### config.mk
export PLATFORM = sky130hd
export DESIGN_NAME = packet_classify_reply_steer_core
export DESIGN_NICKNAME = d
export VERILOG_FILES = /design/src/rtl/pcrs_pkg.sv /design/src/rtl/pcrs_front.sv /design/src/rtl/pcrs_queue.sv /design/src/rtl/pcrs_back.sv /design/src/rtl/packet_classify_reply_steer_core.sv
export SDC_FILE = /design/constraint.sdc
export NUM_CORES = 1
export LEC_CHECK = 0
export ABC_CLOCK_PERIOD_IN_PS = 15700
export BUFFER_PORTS_ARGS = -buffer_cell sky130_fd_sc_hd__buf_2
export CAP_MARGIN = 20
export CORE_ASPECT_RATIO = 2
export CORE_UTILIZATION = 53
export DETAILED_ROUTE_END_ITERATION = 8
export PLACE_DENSITY = 0.74
export SLEW_MARGIN = 25
export SYNTH_ARGS = -nofsm -noshare
export SYNTH_HDL_FRONTEND = slang
export SYNTH_HIERARCHICAL = 1
export SYNTH_SLANG_ARGS = --single-unit
export TNS_END_PERCENT = 30
### constraint.sdc
create_clock -name clk_i -period 15.7 [get_ports clk_i]
set_input_delay 0.785 -clock clk_i [delete_from_list [all_inputs] [get_ports clk_i]]
set_output_delay 0.785 -clock clk_i [all_outputs]
set_load 0.03 [all_outputs]
### src/rtl/pcrs_pkg.sv
// Shared types and constants for the packet classify, reply and steer core.
// Used by the front, queue, back and top-level modules; no dependencies.
`default_nettype none

package pcrs_pkg;

  localparam logic [15:0] ETH_ARP        = 16'h0806;
  localparam logic [15:0] ETH_IPV4       = 16'h0800;
  localparam logic [15:0] ARP_REQUEST    = 16'd1;
  localparam logic [15:0] ARP_REPLY      = 16'd2;
  localparam logic [7:0]  PROTO_ICMP     = 8'd1;
  localparam logic [7:0]  PROTO_UDP      = 8'd17;
  localparam logic [15:0] ICMP_ECHO_REQ  = 16'h0800;
  localparam logic [7:0]  ICMP_ECHO_REP  = 8'h00;
  localparam logic [15:0] SUM_MASK       = 16'hFFFF;

  localparam int NUM_PORT_REGS = 4;
  localparam int CFG_DATA_W    = 48;
  localparam int CFG_IDX_W     = 3;

  localparam logic [CFG_IDX_W-1:0] CFG_DEVICE_MAC = 3'd0;
  localparam logic [CFG_IDX_W-1:0] CFG_DEVICE_IP  = 3'd1;
  localparam logic [CFG_IDX_W-1:0] CFG_RING_COUNT = 3'd2;
  localparam logic [CFG_IDX_W-1:0] CFG_PORT_COUNT = 3'd3;
  localparam logic [CFG_IDX_W-1:0] CFG_PORT_A     = 3'd4;
  localparam logic [CFG_IDX_W-1:0] CFG_PORT_B     = 3'd5;
  localparam logic [CFG_IDX_W-1:0] CFG_PORT_C     = 3'd6;
  localparam logic [CFG_IDX_W-1:0] CFG_PORT_D     = 3'd7;

  localparam int QDEPTH = 2;
  localparam int QAW    = 1;
  localparam int QCW    = $clog2(QDEPTH + 1);

  localparam int CHUNK_W = 8;
  localparam int FRAME_W = 64;
  localparam int NSTEP   = FRAME_W / CHUNK_W;
  localparam int STEP_CW = $clog2(NSTEP + 1);

  typedef enum logic [1:0] {
    ACT_DROP  = 2'd0,
    ACT_REPLY = 2'd1,
    ACT_FWD   = 2'd2
  } act_e;

  typedef struct packed {
    act_e         action;
    logic [47:0]  dst_mac;
    logic [47:0]  src_mac;
    logic [31:0]  sender_ip;
    logic [31:0]  target_ip;
    logic [47:0]  target_mac;
    logic [15:0]  arp_op;
    logic [7:0]   reply_type;
    logic [15:0]  icmp_sum;
    logic [FRAME_W-1:0] frame;
  } entry_t;

  typedef struct packed {
    act_e         action;
    logic [47:0]  dst_mac;
    logic [47:0]  src_mac;
    logic [31:0]  sender_ip;
    logic [31:0]  target_ip;
    logic [47:0]  target_mac;
    logic [15:0]  arp_op;
    logic [7:0]   reply_type;
    logic [15:0]  icmp_sum;
    logic [3:0]   ring_index;
  } result_t;

endpackage

`default_nettype wire

### src/rtl/pcrs_front.sv
// Front end: classifies one header summary per request and builds the queue entry.
// Depends on pcrs_pkg.
`default_nettype none

module pcrs_front #(
  parameter int MAX_PORTS = 4
) (
  input  wire logic                    in_valid_i,
  input  wire logic                    q_full_i,
  input  wire logic [15:0]             ether_kind_i,
  input  wire logic [47:0]             dst_mac_i,
  input  wire logic [47:0]             src_mac_i,
  input  wire logic [15:0]             arp_op_i,
  input  wire logic [7:0]              ip_proto_i,
  input  wire logic [31:0]             sender_ip_i,
  input  wire logic [31:0]             target_ip_i,
  input  wire logic [47:0]             arp_sender_mac_i,
  input  wire logic [15:0]             icmp_type_code_i,
  input  wire logic [15:0]             icmp_sum_i,
  input  wire logic [15:0]             udp_port_i,
  input  wire logic [63:0]             frame_number_i,
  input  wire logic [47:0]             device_mac_i,
  input  wire logic [31:0]             device_ip_i,
  input  wire logic [2:0]              port_count_i,
  input  wire logic [pcrs_pkg::NUM_PORT_REGS-1:0][15:0] ports_i,
  output logic                         push_o,
  output pcrs_pkg::entry_t             entry_o
);
  import pcrs_pkg::*;

  logic        port_hit;
  logic [16:0] sum0;
  logic [16:0] sum1;
  logic [16:0] sum2;

  assign push_o = in_valid_i && !q_full_i;

  always_comb begin
    port_hit = 1'b0;
    for (int i = 0; i < NUM_PORT_REGS; i++) begin
      if (i < MAX_PORTS && i < int'(port_count_i) && ports_i[i] == udp_port_i) begin
        port_hit = 1'b1;
      end
    end
  end

  // ones' complement update for type 8 -> 0
  always_comb begin
    sum0 = {1'b0, ~icmp_sum_i} + {1'b0, ~ICMP_ECHO_REQ & SUM_MASK};
    sum1 = {1'b0, sum0[15:0]} + {16'd0, sum0[16]};
    sum2 = {1'b0, sum1[15:0]} + {16'd0, sum1[16]};
  end

  always_comb begin
    entry_o       = '0;
    entry_o.frame = frame_number_i;
    if (ether_kind_i == ETH_ARP) begin
      if (arp_op_i == ARP_REQUEST && target_ip_i == device_ip_i) begin
        entry_o.action     = ACT_REPLY;
        entry_o.dst_mac    = src_mac_i;
        entry_o.src_mac    = device_mac_i;
        entry_o.sender_ip  = device_ip_i;
        entry_o.target_ip  = sender_ip_i;
        entry_o.target_mac = arp_sender_mac_i;
        entry_o.arp_op     = ARP_REPLY;
      end
    end else if (ether_kind_i == ETH_IPV4) begin
      if (ip_proto_i == PROTO_ICMP) begin
        if (icmp_type_code_i == ICMP_ECHO_REQ) begin
          entry_o.action     = ACT_REPLY;
          entry_o.dst_mac    = src_mac_i;
          entry_o.src_mac    = dst_mac_i;
          entry_o.sender_ip  = target_ip_i;
          entry_o.target_ip  = sender_ip_i;
          entry_o.reply_type = ICMP_ECHO_REP;
          entry_o.icmp_sum   = ~sum2[15:0];
        end
      end else if (ip_proto_i == PROTO_UDP) begin
        if (port_hit) begin
          entry_o.action = ACT_FWD;
        end
      end
    end
  end

endmodule

`default_nettype wire

### src/rtl/pcrs_queue.sv
// Short FIFO of classified entries between the front and back ends.
// Depends on pcrs_pkg.
`default_nettype none

module pcrs_queue (
  input  wire logic        clk_i,
  input  wire logic        rst_ni,
  input  wire logic        push_i,
  input  pcrs_pkg::entry_t push_data_i,
  output logic             full_o,
  input  wire logic        pop_i,
  output pcrs_pkg::entry_t pop_data_o,
  output logic             empty_o
);
  import pcrs_pkg::*;

  entry_t           mem_q [QDEPTH];
  logic [QAW-1:0]   wr_ptr_q;
  logic [QAW-1:0]   rd_ptr_q;
  logic [QCW-1:0]   count_q;
  logic [QCW-1:0]   count_d;

  assign full_o     = count_q == QCW'(QDEPTH);
  assign empty_o    = count_q == '0;
  assign pop_data_o = mem_q[rd_ptr_q];

  always_comb begin
    count_d = count_q;
    if (push_i && !pop_i) begin
      count_d = count_q + 1'b1;
    end else if (pop_i && !push_i) begin
      count_d = count_q - 1'b1;
    end
  end

  always_ff @(posedge clk_i) begin
    if (push_i) begin
      mem_q[wr_ptr_q] <= push_data_i;
    end
  end

  always_ff @(posedge clk_i or negedge rst_ni) begin
    if (!rst_ni) begin
      wr_ptr_q <= '0;
      rd_ptr_q <= '0;
      count_q  <= '0;
    end else begin
      count_q <= count_d;
      if (push_i) begin
        wr_ptr_q <= wr_ptr_q + 1'b1;
      end
      if (pop_i) begin
        rd_ptr_q <= rd_ptr_q + 1'b1;
      end
    end
  end

endmodule

`default_nettype wire

### src/rtl/pcrs_back.sv
// Back end: ring steering remainder over eight byte steps, and the result register.
// Depends on pcrs_pkg.
`default_nettype none

module pcrs_back #(
  parameter int MAX_RINGS = 16
) (
  input  wire logic        clk_i,
  input  wire logic        rst_ni,
  input  wire logic        q_empty_i,
  input  pcrs_pkg::entry_t q_data_i,
  output logic             pop_o,
  input  wire logic [4:0]  ring_count_i,
  output logic             out_valid_o,
  input  wire logic        out_stall_i,
  output pcrs_pkg::result_t result_o
);
  import pcrs_pkg::*;

  localparam int DW = $clog2(MAX_RINGS + 1);

  entry_t               cur_q;
  entry_t               load_w;
  logic                 busy_q;
  logic [STEP_CW-1:0]   cnt_q;
  logic [DW-1:0]        rem_q;
  logic [DW-1:0]        rc_w;
  logic [DW+3:0]        rem_ext;
  logic                 fin_w;
  logic                 out_free_w;
  logic                 move_w;
  result_t              out_q;
  logic                 out_valid_q;

  function automatic logic [DW-1:0] mod_step(input logic [DW-1:0] r,
                                             input logic [CHUNK_W-1:0] b,
                                             input logic [DW-1:0] d);
    logic [DW:0]   t;
    logic [DW-1:0] acc;
    acc = r;
    for (int i = CHUNK_W - 1; i >= 0; i--) begin
      t = {acc, b[i]};
      if (t >= {1'b0, d}) begin
        t = t - {1'b0, d};
      end
      acc = t[DW-1:0];
    end
    return acc;
  endfunction

  always_comb begin
    if (ring_count_i == '0) begin
      rc_w = DW'(1);
    end else if (int'(ring_count_i) > MAX_RINGS) begin
      rc_w = DW'(MAX_RINGS);
    end else begin
      rc_w = DW'(ring_count_i);
    end
  end

  always_comb begin
    load_w       = q_data_i;
    load_w.frame = q_data_i.frame << CHUNK_W;
  end

  assign fin_w      = busy_q && (cur_q.action != ACT_FWD || cnt_q == STEP_CW'(NSTEP));
  assign out_free_w = !out_valid_q || !out_stall_i;
  assign move_w     = fin_w && out_free_w;
  assign pop_o      = !q_empty_i && (!busy_q || move_w);
  assign rem_ext    = {4'd0, rem_q};

  assign out_valid_o = out_valid_q;
  assign result_o    = out_q;

  always_ff @(posedge clk_i) begin
    if (pop_o) begin
      cur_q       <= load_w;
      rem_q       <= mod_step('0, q_data_i.frame[FRAME_W-1 -: CHUNK_W], rc_w);
    end else if (busy_q && !fin_w) begin
      cur_q.frame <= cur_q.frame << CHUNK_W;
      rem_q       <= mod_step(rem_q, cur_q.frame[FRAME_W-1 -: CHUNK_W], rc_w);
    end
    if (move_w) begin
      out_q.action     <= cur_q.action;
      out_q.dst_mac    <= cur_q.dst_mac;
      out_q.src_mac    <= cur_q.src_mac;
      out_q.sender_ip  <= cur_q.sender_ip;
      out_q.target_ip  <= cur_q.target_ip;
      out_q.target_mac <= cur_q.target_mac;
      out_q.arp_op     <= cur_q.arp_op;
      out_q.reply_type <= cur_q.reply_type;
      out_q.icmp_sum   <= cur_q.icmp_sum;
      out_q.ring_index <= (cur_q.action == ACT_FWD) ? rem_ext[3:0] : 4'd0;
    end
  end

  always_ff @(posedge clk_i or negedge rst_ni) begin
    if (!rst_ni) begin
      busy_q      <= 1'b0;
      cnt_q       <= '0;
      out_valid_q <= 1'b0;
    end else begin
      if (pop_o) begin
        busy_q <= 1'b1;
        cnt_q  <= STEP_CW'(1);
      end else begin
        if (move_w) begin
          busy_q <= 1'b0;
        end
        if (busy_q && !fin_w) begin
          cnt_q <= cnt_q + 1'b1;
        end
      end
      if (move_w) begin
        out_valid_q <= 1'b1;
      end else if (out_free_w) begin
        out_valid_q <= 1'b0;
      end
    end
  end

  a_step_advance: assert property (@(posedge clk_i) disable iff (!rst_ni)
    busy_q && !fin_w |=> cnt_q == $past(cnt_q) + 1'b1)
    else $error("remainder step counter did not advance");

  a_rem_bound: assert property (@(posedge clk_i) disable iff (!rst_ni)
    busy_q && cur_q.action == ACT_FWD |-> rem_q < rc_w)
    else $error("partial remainder not below ring count");

  a_ring_zero: assert property (@(posedge clk_i) disable iff (!rst_ni)
    out_valid_q && out_q.action != ACT_FWD |-> out_q.ring_index == 4'd0)
    else $error("ring index set on a non-forward result");

  a_no_early_pop: assert property (@(posedge clk_i) disable iff (!rst_ni)
    busy_q && cur_q.action == ACT_FWD && cnt_q != STEP_CW'(NSTEP) |-> !pop_o)
    else $error("entry popped while remainder still in progress");

endmodule

`default_nettype wire

### src/rtl/packet_classify_reply_steer_core.sv
// Top level of the packet classify, reply and steer core: configuration registers,
// front end, entry queue and back end. Depends on pcrs_pkg, pcrs_front, pcrs_queue, pcrs_back.
//
// One header summary in, one result out per request. ARP requests for the device IP
// and ICMP echo requests come back as replies, UDP frames to an accepted port are
// steered to ring frame number mod ring_count (clamped to 1..MAX_RINGS), everything else
// is dropped. The front end classifies in the accept cycle and writes a two-entry queue,
// so it keeps taking requests while the back end works. Replies and drops leave the back
// end at one per cycle while the output is not stalled; a forwarded frame occupies the
// back end until the byte-serial remainder unit, folding 8 bits of the 64-bit frame number
// per cycle, is done. Results pass the queue and the back end's entry and result registers.
// Configuration registers may only be written while no request is in flight.
`default_nettype none

module packet_classify_reply_steer_core #(
  parameter int MAX_PORTS = 4,
  parameter int MAX_RINGS = 16
) (
  input  wire logic        clk_i,
  input  wire logic        rst_ni,
  input  wire logic        cfg_we_i,
  input  wire logic [2:0]  cfg_idx_i,
  input  wire logic [47:0] cfg_data_i,
  input  wire logic        in_valid_i,
  output logic             in_stall_o,
  input  wire logic [15:0] ether_kind_i,
  input  wire logic [47:0] dst_mac_i,
  input  wire logic [47:0] src_mac_i,
  input  wire logic [15:0] arp_op_i,
  input  wire logic [7:0]  ip_proto_i,
  input  wire logic [31:0] sender_ip_i,
  input  wire logic [31:0] target_ip_i,
  input  wire logic [47:0] arp_sender_mac_i,
  input  wire logic [15:0] icmp_type_code_i,
  input  wire logic [15:0] icmp_sum_i,
  input  wire logic [15:0] udp_port_i,
  input  wire logic [63:0] frame_number_i,
  output logic             out_valid_o,
  input  wire logic        out_stall_i,
  output logic [1:0]       action_o,
  output logic [47:0]      out_dst_mac_o,
  output logic [47:0]      out_src_mac_o,
  output logic [31:0]      out_sender_ip_o,
  output logic [31:0]      out_target_ip_o,
  output logic [47:0]      out_target_mac_o,
  output logic [15:0]      out_arp_op_o,
  output logic [7:0]       out_icmp_type_o,
  output logic [15:0]      out_icmp_sum_o,
  output logic [3:0]       ring_index_o
);
  import pcrs_pkg::*;

  logic [47:0]                      device_mac_q;
  logic [31:0]                      device_ip_q;
  logic [4:0]                       ring_count_q;
  logic [2:0]                       port_count_q;
  logic [NUM_PORT_REGS-1:0][15:0]   port_q;

  logic    push_w;
  logic    full_w;
  logic    empty_w;
  logic    pop_w;
  entry_t  entry_w;
  entry_t  head_w;
  result_t result_w;

  always_ff @(posedge clk_i or negedge rst_ni) begin
    if (!rst_ni) begin
      device_mac_q <= '0;
      device_ip_q  <= '0;
      ring_count_q <= 5'd1;
      port_count_q <= '0;
      port_q       <= '0;
    end else if (cfg_we_i) begin
      unique case (cfg_idx_i)
        CFG_DEVICE_MAC: device_mac_q <= cfg_data_i;
        CFG_DEVICE_IP:  device_ip_q  <= cfg_data_i[31:0];
        CFG_RING_COUNT: ring_count_q <= cfg_data_i[4:0];
        CFG_PORT_COUNT: port_count_q <= cfg_data_i[2:0];
        CFG_PORT_A:     port_q[0]    <= cfg_data_i[15:0];
        CFG_PORT_B:     port_q[1]    <= cfg_data_i[15:0];
        CFG_PORT_C:     port_q[2]    <= cfg_data_i[15:0];
        CFG_PORT_D:     port_q[3]    <= cfg_data_i[15:0];
        default: ;
      endcase
    end
  end

  assign in_stall_o = full_w;

  pcrs_front #(
    .MAX_PORTS(MAX_PORTS)
  ) u_front (
    .in_valid_i       (in_valid_i),
    .q_full_i         (full_w),
    .ether_kind_i     (ether_kind_i),
    .dst_mac_i        (dst_mac_i),
    .src_mac_i        (src_mac_i),
    .arp_op_i         (arp_op_i),
    .ip_proto_i       (ip_proto_i),
    .sender_ip_i      (sender_ip_i),
    .target_ip_i      (target_ip_i),
    .arp_sender_mac_i (arp_sender_mac_i),
    .icmp_type_code_i (icmp_type_code_i),
    .icmp_sum_i       (icmp_sum_i),
    .udp_port_i       (udp_port_i),
    .frame_number_i   (frame_number_i),
    .device_mac_i     (device_mac_q),
    .device_ip_i      (device_ip_q),
    .port_count_i     (port_count_q),
    .ports_i          (port_q),
    .push_o           (push_w),
    .entry_o          (entry_w)
  );

  pcrs_queue u_queue (
    .clk_i       (clk_i),
    .rst_ni      (rst_ni),
    .push_i      (push_w),
    .push_data_i (entry_w),
    .full_o      (full_w),
    .pop_i       (pop_w),
    .pop_data_o  (head_w),
    .empty_o     (empty_w)
  );

  pcrs_back #(
    .MAX_RINGS(MAX_RINGS)
  ) u_back (
    .clk_i        (clk_i),
    .rst_ni       (rst_ni),
    .q_empty_i    (empty_w),
    .q_data_i     (head_w),
    .pop_o        (pop_w),
    .ring_count_i (ring_count_q),
    .out_valid_o  (out_valid_o),
    .out_stall_i  (out_stall_i),
    .result_o     (result_w)
  );

  assign action_o         = result_w.action;
  assign out_dst_mac_o    = result_w.dst_mac;
  assign out_src_mac_o    = result_w.src_mac;
  assign out_sender_ip_o  = result_w.sender_ip;
  assign out_target_ip_o  = result_w.target_ip;
  assign out_target_mac_o = result_w.target_mac;
  assign out_arp_op_o     = result_w.arp_op;
  assign out_icmp_type_o  = result_w.reply_type;
  assign out_icmp_sum_o   = result_w.icmp_sum;
  assign ring_index_o     = result_w.ring_index;

endmodule

`default_nettype wire
# --- After elaboration in Yosys (flattened, before gate mapping) ---
# Memory sizes are Yosys's and may differ from the RTL's.
# Cells that the tools add are included.
totals:
  n_memories: 1
  ramBits: 628
  register_bits: 727
  out_inout_bits: 256
  wordCells: 213
memory_table:
  columns: ["memory", "words", "word_bits", "rd", "rd_clocked_by_memory_dff", "write_ports", "line_no", "source"]
  rows:
  - ["u_queue.mem_q", 2, 314, 1, 0, 1, "pcrs_queue.sv:17", "entry_t mem_q [QDEPTH];"]
classes:
  n_eq_ne: 22
  addsub: 24
  bitwise_logic: 2
  n_mux: 70
  n_reduce_logical: 38
  order_cmp: 21
op_table:
  columns: ["op", "n"]
  rows:
  - ["162-bit 2-to-1 mux", 2]
  - ["225-bit 2-to-1 mux", 1]
  - ["5-bit 2-to-1 mux", 41]
  - ["64-bit 2-to-1 mux", 3]
  - ["161-bit 2-to-1 mux", 1]
  - ["160-bit 2-to-1 mux", 1]
  - ["6-bit by 5-bit >= comparator with 1-bit output", 15]
  - ["5-bit subtractor", 15]
  - ["24-bit 2-to-1 mux", 3]
  - ["16-bit == test", 4]
  - ["16-bit by 12-bit == test with 1-bit output, second input constant", 3]
  - ["32-bit == test", 1]
  - ["16-bit inverter", 2]
  - ["16-bit by 1-bit adder with 17-bit output", 1]
  - ["16-bit by 16-bit adder with 17-bit output, second input constant", 1]
  - ["16-bit by 1-bit adder with 16-bit output", 1]
  - ["16-bit by 1-bit == test with 1-bit output, second input constant", 1]
  - ["16-bit 2-to-1 mux", 1]
  - ["2-bit AND reduction", 8]
  - ["3-bit == test, second input constant", 4]
  - ["1-bit logical AND", 12]
  - ["1-bit 2-to-1 mux", 10]
  - ["2-bit 2-to-1 mux", 5]
  - ["8-bit by 1-bit == test with 1-bit output, second input constant", 1]
  - ["22 further kinds", 40]

# --- Depth between registers and ports, before layout ---
depth:
  word_depth: 35
  ltp_mapped: 78
  ltp_nobuf: 74

# --- By module ---
# Netlist, hierarchy kept.
modules_own_cells:
  columns: ["module", "area_per_inst_um2", "n_inst", "cells_per_inst"]
  rows:
  - ["pcrs_queue", 22937.0, 1, 993]
  - ["pcrs_back", 22275.1, 1, 1331]
  - ["packet_classify_reply_steer_core", 5774.3, 1, 330]
  - ["pcrs_front", 4978.5, 1, 702]

# --- Worst setup path before layout ---
# Ideal clock, no wire load.
synth_timing:
  kind: "input-to-reg"
  from: "in in_valid_i"
  to: "mem u_queue/mem_q[0][0] (netlist name), enable pin"
  n_path_buf: 0
  required_ns: 14.667
  cell_stages: 2
  arrival_time_ns: 14.783
  path_slack_ns: -0.116
  setup_ns: 1.033
  cell_sequence: "nor2b_1 -> nor2b_1"
synth_via:
  elab_chain_cells: 3
synth_lines:
  columns: ["element", "line_no", "source"]
  rows:
  - ["start: declaration", "packet_classify_reply_steer_core.sv:24", "input wire logic in_valid_i,"]
  - ["1-bit logical AND", "pcrs_front.sv:36", "assign push_o = in_valid_i && !q_full_i;"]
  - ["1-bit 2-to-1 mux", "pcrs_queue.sv:37", "if (push_i) begin"]
  - ["1-bit 2-to-1 mux (not written as such)", "pcrs_queue.sv:38", "mem_q[wr_ptr_q] <= push_data_i;"]
  - ["end: declaration", "pcrs_queue.sv:17", null]
# No other way between the ends.

# --- Worst setup path in the final report ---
layout_timing:
  from: "reg ring_count_q[1]"
  to: "reg u_back.rem_q[0], data pin"
layout_via:
  elab_chain_cells: 35
layout_lines:
  columns: ["element", "line_no", "source"]
  rows:
  - ["start: declaration", "packet_classify_reply_steer_core.sv:55", "logic [4:0] ring_count_q;"]
  - ["start signal: assignment", "packet_classify_reply_steer_core.sv:78", "CFG_RING_COUNT: ring_count_q <= cfg_data_i[4:0];"]
  - ["5-bit greater-than comparator", "pcrs_back.sv:54", "end else if (int'(ring_count_i) > MAX_RINGS) begin"]
  - ["5-bit 2-to-1 mux", "pcrs_back.sv:54", null]
  - ["5-bit 2-to-1 mux (*)", "pcrs_back.sv:52", "if (ring_count_i == '0) begin"]
  - ["5-bit subtractor / 6-bit by 5-bit >= comparator with 1-bit output (equally long branches)", "pcrs_back.sv:44, pcrs_back.sv:43", null]
  - ["5-bit 2-to-1 mux", "pcrs_back.sv:43", "if (t >= {1'b0, d}) begin"]
  - ["5-bit 2-to-1 mux", "pcrs_back.sv:79", "end else if (busy_q && !fin_w) begin"]
  - ["5-bit 2-to-1 mux", "pcrs_back.sv:76", "if (pop_o) begin"]
  - ["5-bit subtractor / 6-bit by 5-bit >= comparator with 1-bit output (equally long branches)", "pcrs_back.sv:44, pcrs_back.sv:43", null]
  - ["[... 19 more ...]", null, null]
  - ["5-bit subtractor / 6-bit by 5-bit >= comparator with 1-bit output (equally long branches)", "pcrs_back.sv:44, pcrs_back.sv:43", null]
  - ["5-bit 2-to-1 mux", "pcrs_back.sv:43", null]
  - ["5-bit 2-to-1 mux", "pcrs_back.sv:79", null]
  - ["5-bit 2-to-1 mux", "pcrs_back.sv:76", null]
  - ["6-bit by 5-bit >= comparator with 1-bit output", "pcrs_back.sv:43", null]
  - ["5-bit 2-to-1 mux", "pcrs_back.sv:43", null]
  - ["5-bit 2-to-1 mux", "pcrs_back.sv:79", null]
  - ["5-bit 2-to-1 mux (*)", "pcrs_back.sv:76", null]
  - ["end signal: assignment", "pcrs_back.sv:78", "rem_q <= mod_step('0, q_data_i.frame[FRAME_W-1 -: CHUNK_W], rc_w);"]
  - ["end signal: assignment", "pcrs_back.sv:81", "rem_q <= mod_step(rem_q, cur_q.frame[FRAME_W-1 -: CHUNK_W], rc_w);"]
  - ["end: declaration", "pcrs_back.sv:26", "logic [DW-1:0] rem_q;"]
# Every way passes the cells marked *; elsewhere a longest branch is shown, timed or not. The select of a mux whose other input is x is not followed.
# A chain may end at the register's enable or synchronous reset.

==> results_dict.tcl <==
set metrics [dict create \
    drive_gt1_share_pct 35.5 \
    syn_inst 3356 \
    cts_buffers 111 \
    grt_overflow 0 \
    dp_hpwl_um 91400 \
    min_to "u_queue/mem_q[1][5]$_DFFE_PP_" \
    die_w_um 232 \
    placed_cells 5309 \
    path_clk_slew_ns 0.07 \
    synth.distinct_cells 108 \
    max_stage_delay_ns 0.47 \
    drv_slew 0 \
    gp_congestion 0.942 \
    timing.rr.end "u_back/rem_q[0]$_DFFE_PP_" \
    dr.pass1.iters 5 \
    end_kind "flop" \
    grt_antenna_before_repair 42 \
    cp_common_cell "buf_4" \
    ant_nets 0 \
    cts_tree "built" \
    synth_warnings 6 \
    start_util_pct 53.5 \
    fin_crit_ns 14.68 \
    cts.sinks 1355 \
    clock.fmax_mhz 68.1 \
    tightest_slew_ns 1.20 \
    required_ns 16.17 \
    cts_max_path_buffers 3 \
    boundaryPins 672 \
    status "completed" \
    cap_violations 0 \
    setup.worst_path.start "ring_count_q[1]$_DFFE_PN0P_" \
    cp_top_family "compound AO/OA/AOI/OAI gates" \
    grt_start_max_net_pins 155 \
    core_um2 105000 \
    setup_violations 0 \
    period_share_pct 93.5 \
    ys_seq_elements 1355 \
    rr_startpoint "ring_count_q[1]$_DFFE_PN0P_" \
    die-area_um2 107000 \
    regArea_um2 39900 \
    ys.flop_type "edfxtp_1" \
    hp-class "input port to flop" \
    worst_ep_arrival_time_ns 15.15 \
    wl_um 134000 \
    grt_pass1_wl_um 196000 \
    fin_worst_skew_ns 0.0646 \
    start_kind "flop" \
    grt_pass1_vias 32282 \
    vias_per_cell 5.57 \
    dr.first_iter.drc_count 1744 \
    worstHoldPathCells 1 \
    port_buffers 671 \
    instances_no_fill 5540 \
    worstHoldStart "frame_number_i[5]" \
    multi_input_area_um2 14600 \
    synth-seq-area-share_pct 71.3 \
    drc 0 \
    syn_area_um2 56000 \
    critical_path_class "flop to flop" \
    fillers 7651 \
    num_rows 168 \
    cp_slowest_cell "fa_1" \
    vias 30879 \
    die_h_um 462 \
    synthArstFlopShare_pct 12.0 \
    cts-root-buf "clkbuf_16" \
    syn_area_per_cell_um2 16.7 \
    finalHoldViolCount 0 \
    wl_per_cell_um 24.1 \
    synth_edf_count 1193 \
    grtUsageTotal_pct 24.9 \
    crit_path_max_fanout 9 \
    worstRegToRegCells 78 \
    insertion_delay_ns 0.75 \
    area_growth_pct 15.1 \
    r2r_setup_slack_ns 1.02 \
    slew_headroom_pct 19.8 \
    path_buf_inv 12 \
    htreeDepth 3 \
    fin_nets 4581 \
]
-- worst max path at each step --
stage / endpoint / slack [ns] / cells past startpoint
3_5_place_dp: u_back/rem_q[0]$_DFFE_PP_ / 0.36 / 73
4_1_cts: u_back/rem_q[0]$_DFFE_PP_ / 0.28 / 73
6_report: u_back/rem_q[0]$_DFFE_PP_ / 1.02 / 78
2_1_floorplan: u_back/rem_q[2]$_DFFE_PP_ / 0.66 / 77
3_3_place_gp: u_back/rem_q[0]$_DFFE_PP_ / 0.53 / 74
5_1_grt: u_back/rem_q[0]$_DFFE_PP_ / -0.03 / 77
-- layer usage --
layer	track usage [%]	up-vias	routed length (um)
li1	-	14009	-
met1	28.3	15364	48500
met2	43.9	1164	69000
met3	6.19	290	10300
met4	11.0	52	5590
met5	0	-	344
-- layout make-up --
class,instances,share of cell area [%]
Antenna cell,17,0.0661
Clock buffer,132,4.53
Clock inverter,79,1.20
Inverter,67,0.414
Multi-Input combinational cell,1746,22.6
Sequential cell,1355,61.9
Tap cell,1360,2.64
Timing Repair Buffer,784,6.59
-- cells in the final DEF (no fill, tap or decap), types with 13 or more instances in the layout --
master / n
edfxtp_1: 1193
buf_2: 670
mux2_2: 450
nand2_1: 207
dfrtp_1: 160
and2_1: 151
clkbuf_16: 113
buf_4: 109
xnor2_1: 106
ha_1: 84
a22o_1: 81
inv_1: 65
a21oi_1: 60
xor2_1: 60
nor2_1: 54
o21ai_0: 33
clkinv_2: 32
a21o_1: 29
nand4_1: 29
nor4_1: 29
nand3_1: 27
mux2_1: 26
mux2i_1: 26
conb_1: 23
clkinv_1: 19
nor2b_1: 19
nor3_1: 18
diode_2: 17
clkbuf_1: 17
fa_1: 15
a31oi_1: 13
-- synthesized netlist by cell type, drive strengths merged (5+ instances only) --
master	n	area (um2)
inv	67	251
a22o	81	709
a211oi	11	100
nand2b	12	75.1
and4	6	55.1
xnor2	107	945
nor3	20	116
nand2	208	781
nand3	28	145
ha	85	1060
nor2	55	209
a31oi	13	81.3
buf	159	1290
clkbuf	51	193
o21ai	39	195
nor4b	8	100
a21boi	7	52.6
nand4	30	194
edfxtp	1193	35800
or3	7	48.8
a21o	30	226
nor2b	20	125
and3	15	97.6
dfrtp	161	4030
xor2	60	526
or4	8	63.8
a31o	5	43.8
fa	15	300
and2	153	957
o31a	6	52.6
mux2	478	5390
o21a	6	45.0
or2	8	52.6
nor4	32	215
a21oi	62	314
o31ai	7	62.6
mux2i	27	270
o211ai	11	92.6
-- metrics by stage --
| step | hold slack (ns) | util (%) | worst slack, ns | cell area, um2 | setup TNS, ns |
|---|---|---|---|---|---|
| detailed placement | 0.405 | 57.9 | 0.363 | 60600 | 0 |
| floorplan | 0.400 | - | 0.662 | 56100 | 0 |
| global placement | 0.401 | 57.9 | 0.529 | 60600 | 0 |
| finish | 0.217 | 61.5 | 1.02 | 64400 | 0 |
| global route | 0.190 | 61.5 | -0.0277 | 64400 | -0.0335 |
| CTS | 0.160 | 61.4 | 0.282 | 64300 | 0 |
-- registers in the layout, indices dropped and copies added, names as in the netlist --
| signal | cells |
|---|---|
| device_ip_q | 32 |
| device_mac_q | 48 |
| port_count_q | 3 |
| port_q | 64 |
| ring_count_q | 5 |
| u_back/busy_q | 1 |
| u_back/cnt_q | 4 |
| u_back/cur_q | 306 |
| u_back/out_valid_o | 1 |
| u_back/rem_q | 5 |
| u_back/result_o | 254 |
| u_queue/count_q | 2 |
| u_queue/mem_q | 628 |
| u_queue/rd_ptr_q | 1 |
| u_queue/wr_ptr_q | 1 |
-- timing repair --
item,4_1_cts,5_1_grt
setup buffers,0,2
gates resized for setup,0,17
hold buffers,1,0
hold endpoints to repair,4,0
setup endpoints to repair,0,5
-- logic make-up after synthesis --
family          after synthesis  share of synthesized area [%]
xor+xnor                    167                           2.63
compound gates              324                           4.38
simple gates                627                           6.08
flops                      1355                           71.3
buf+inv                     277                           3.09
mux                         505                           10.1
other cells                   1                        0.00670
fa+ha+maj                   100                           2.44
Power is not shown: default switching activity piles up to over one toggle a cycle in this logic, so the estimate is an artifact.
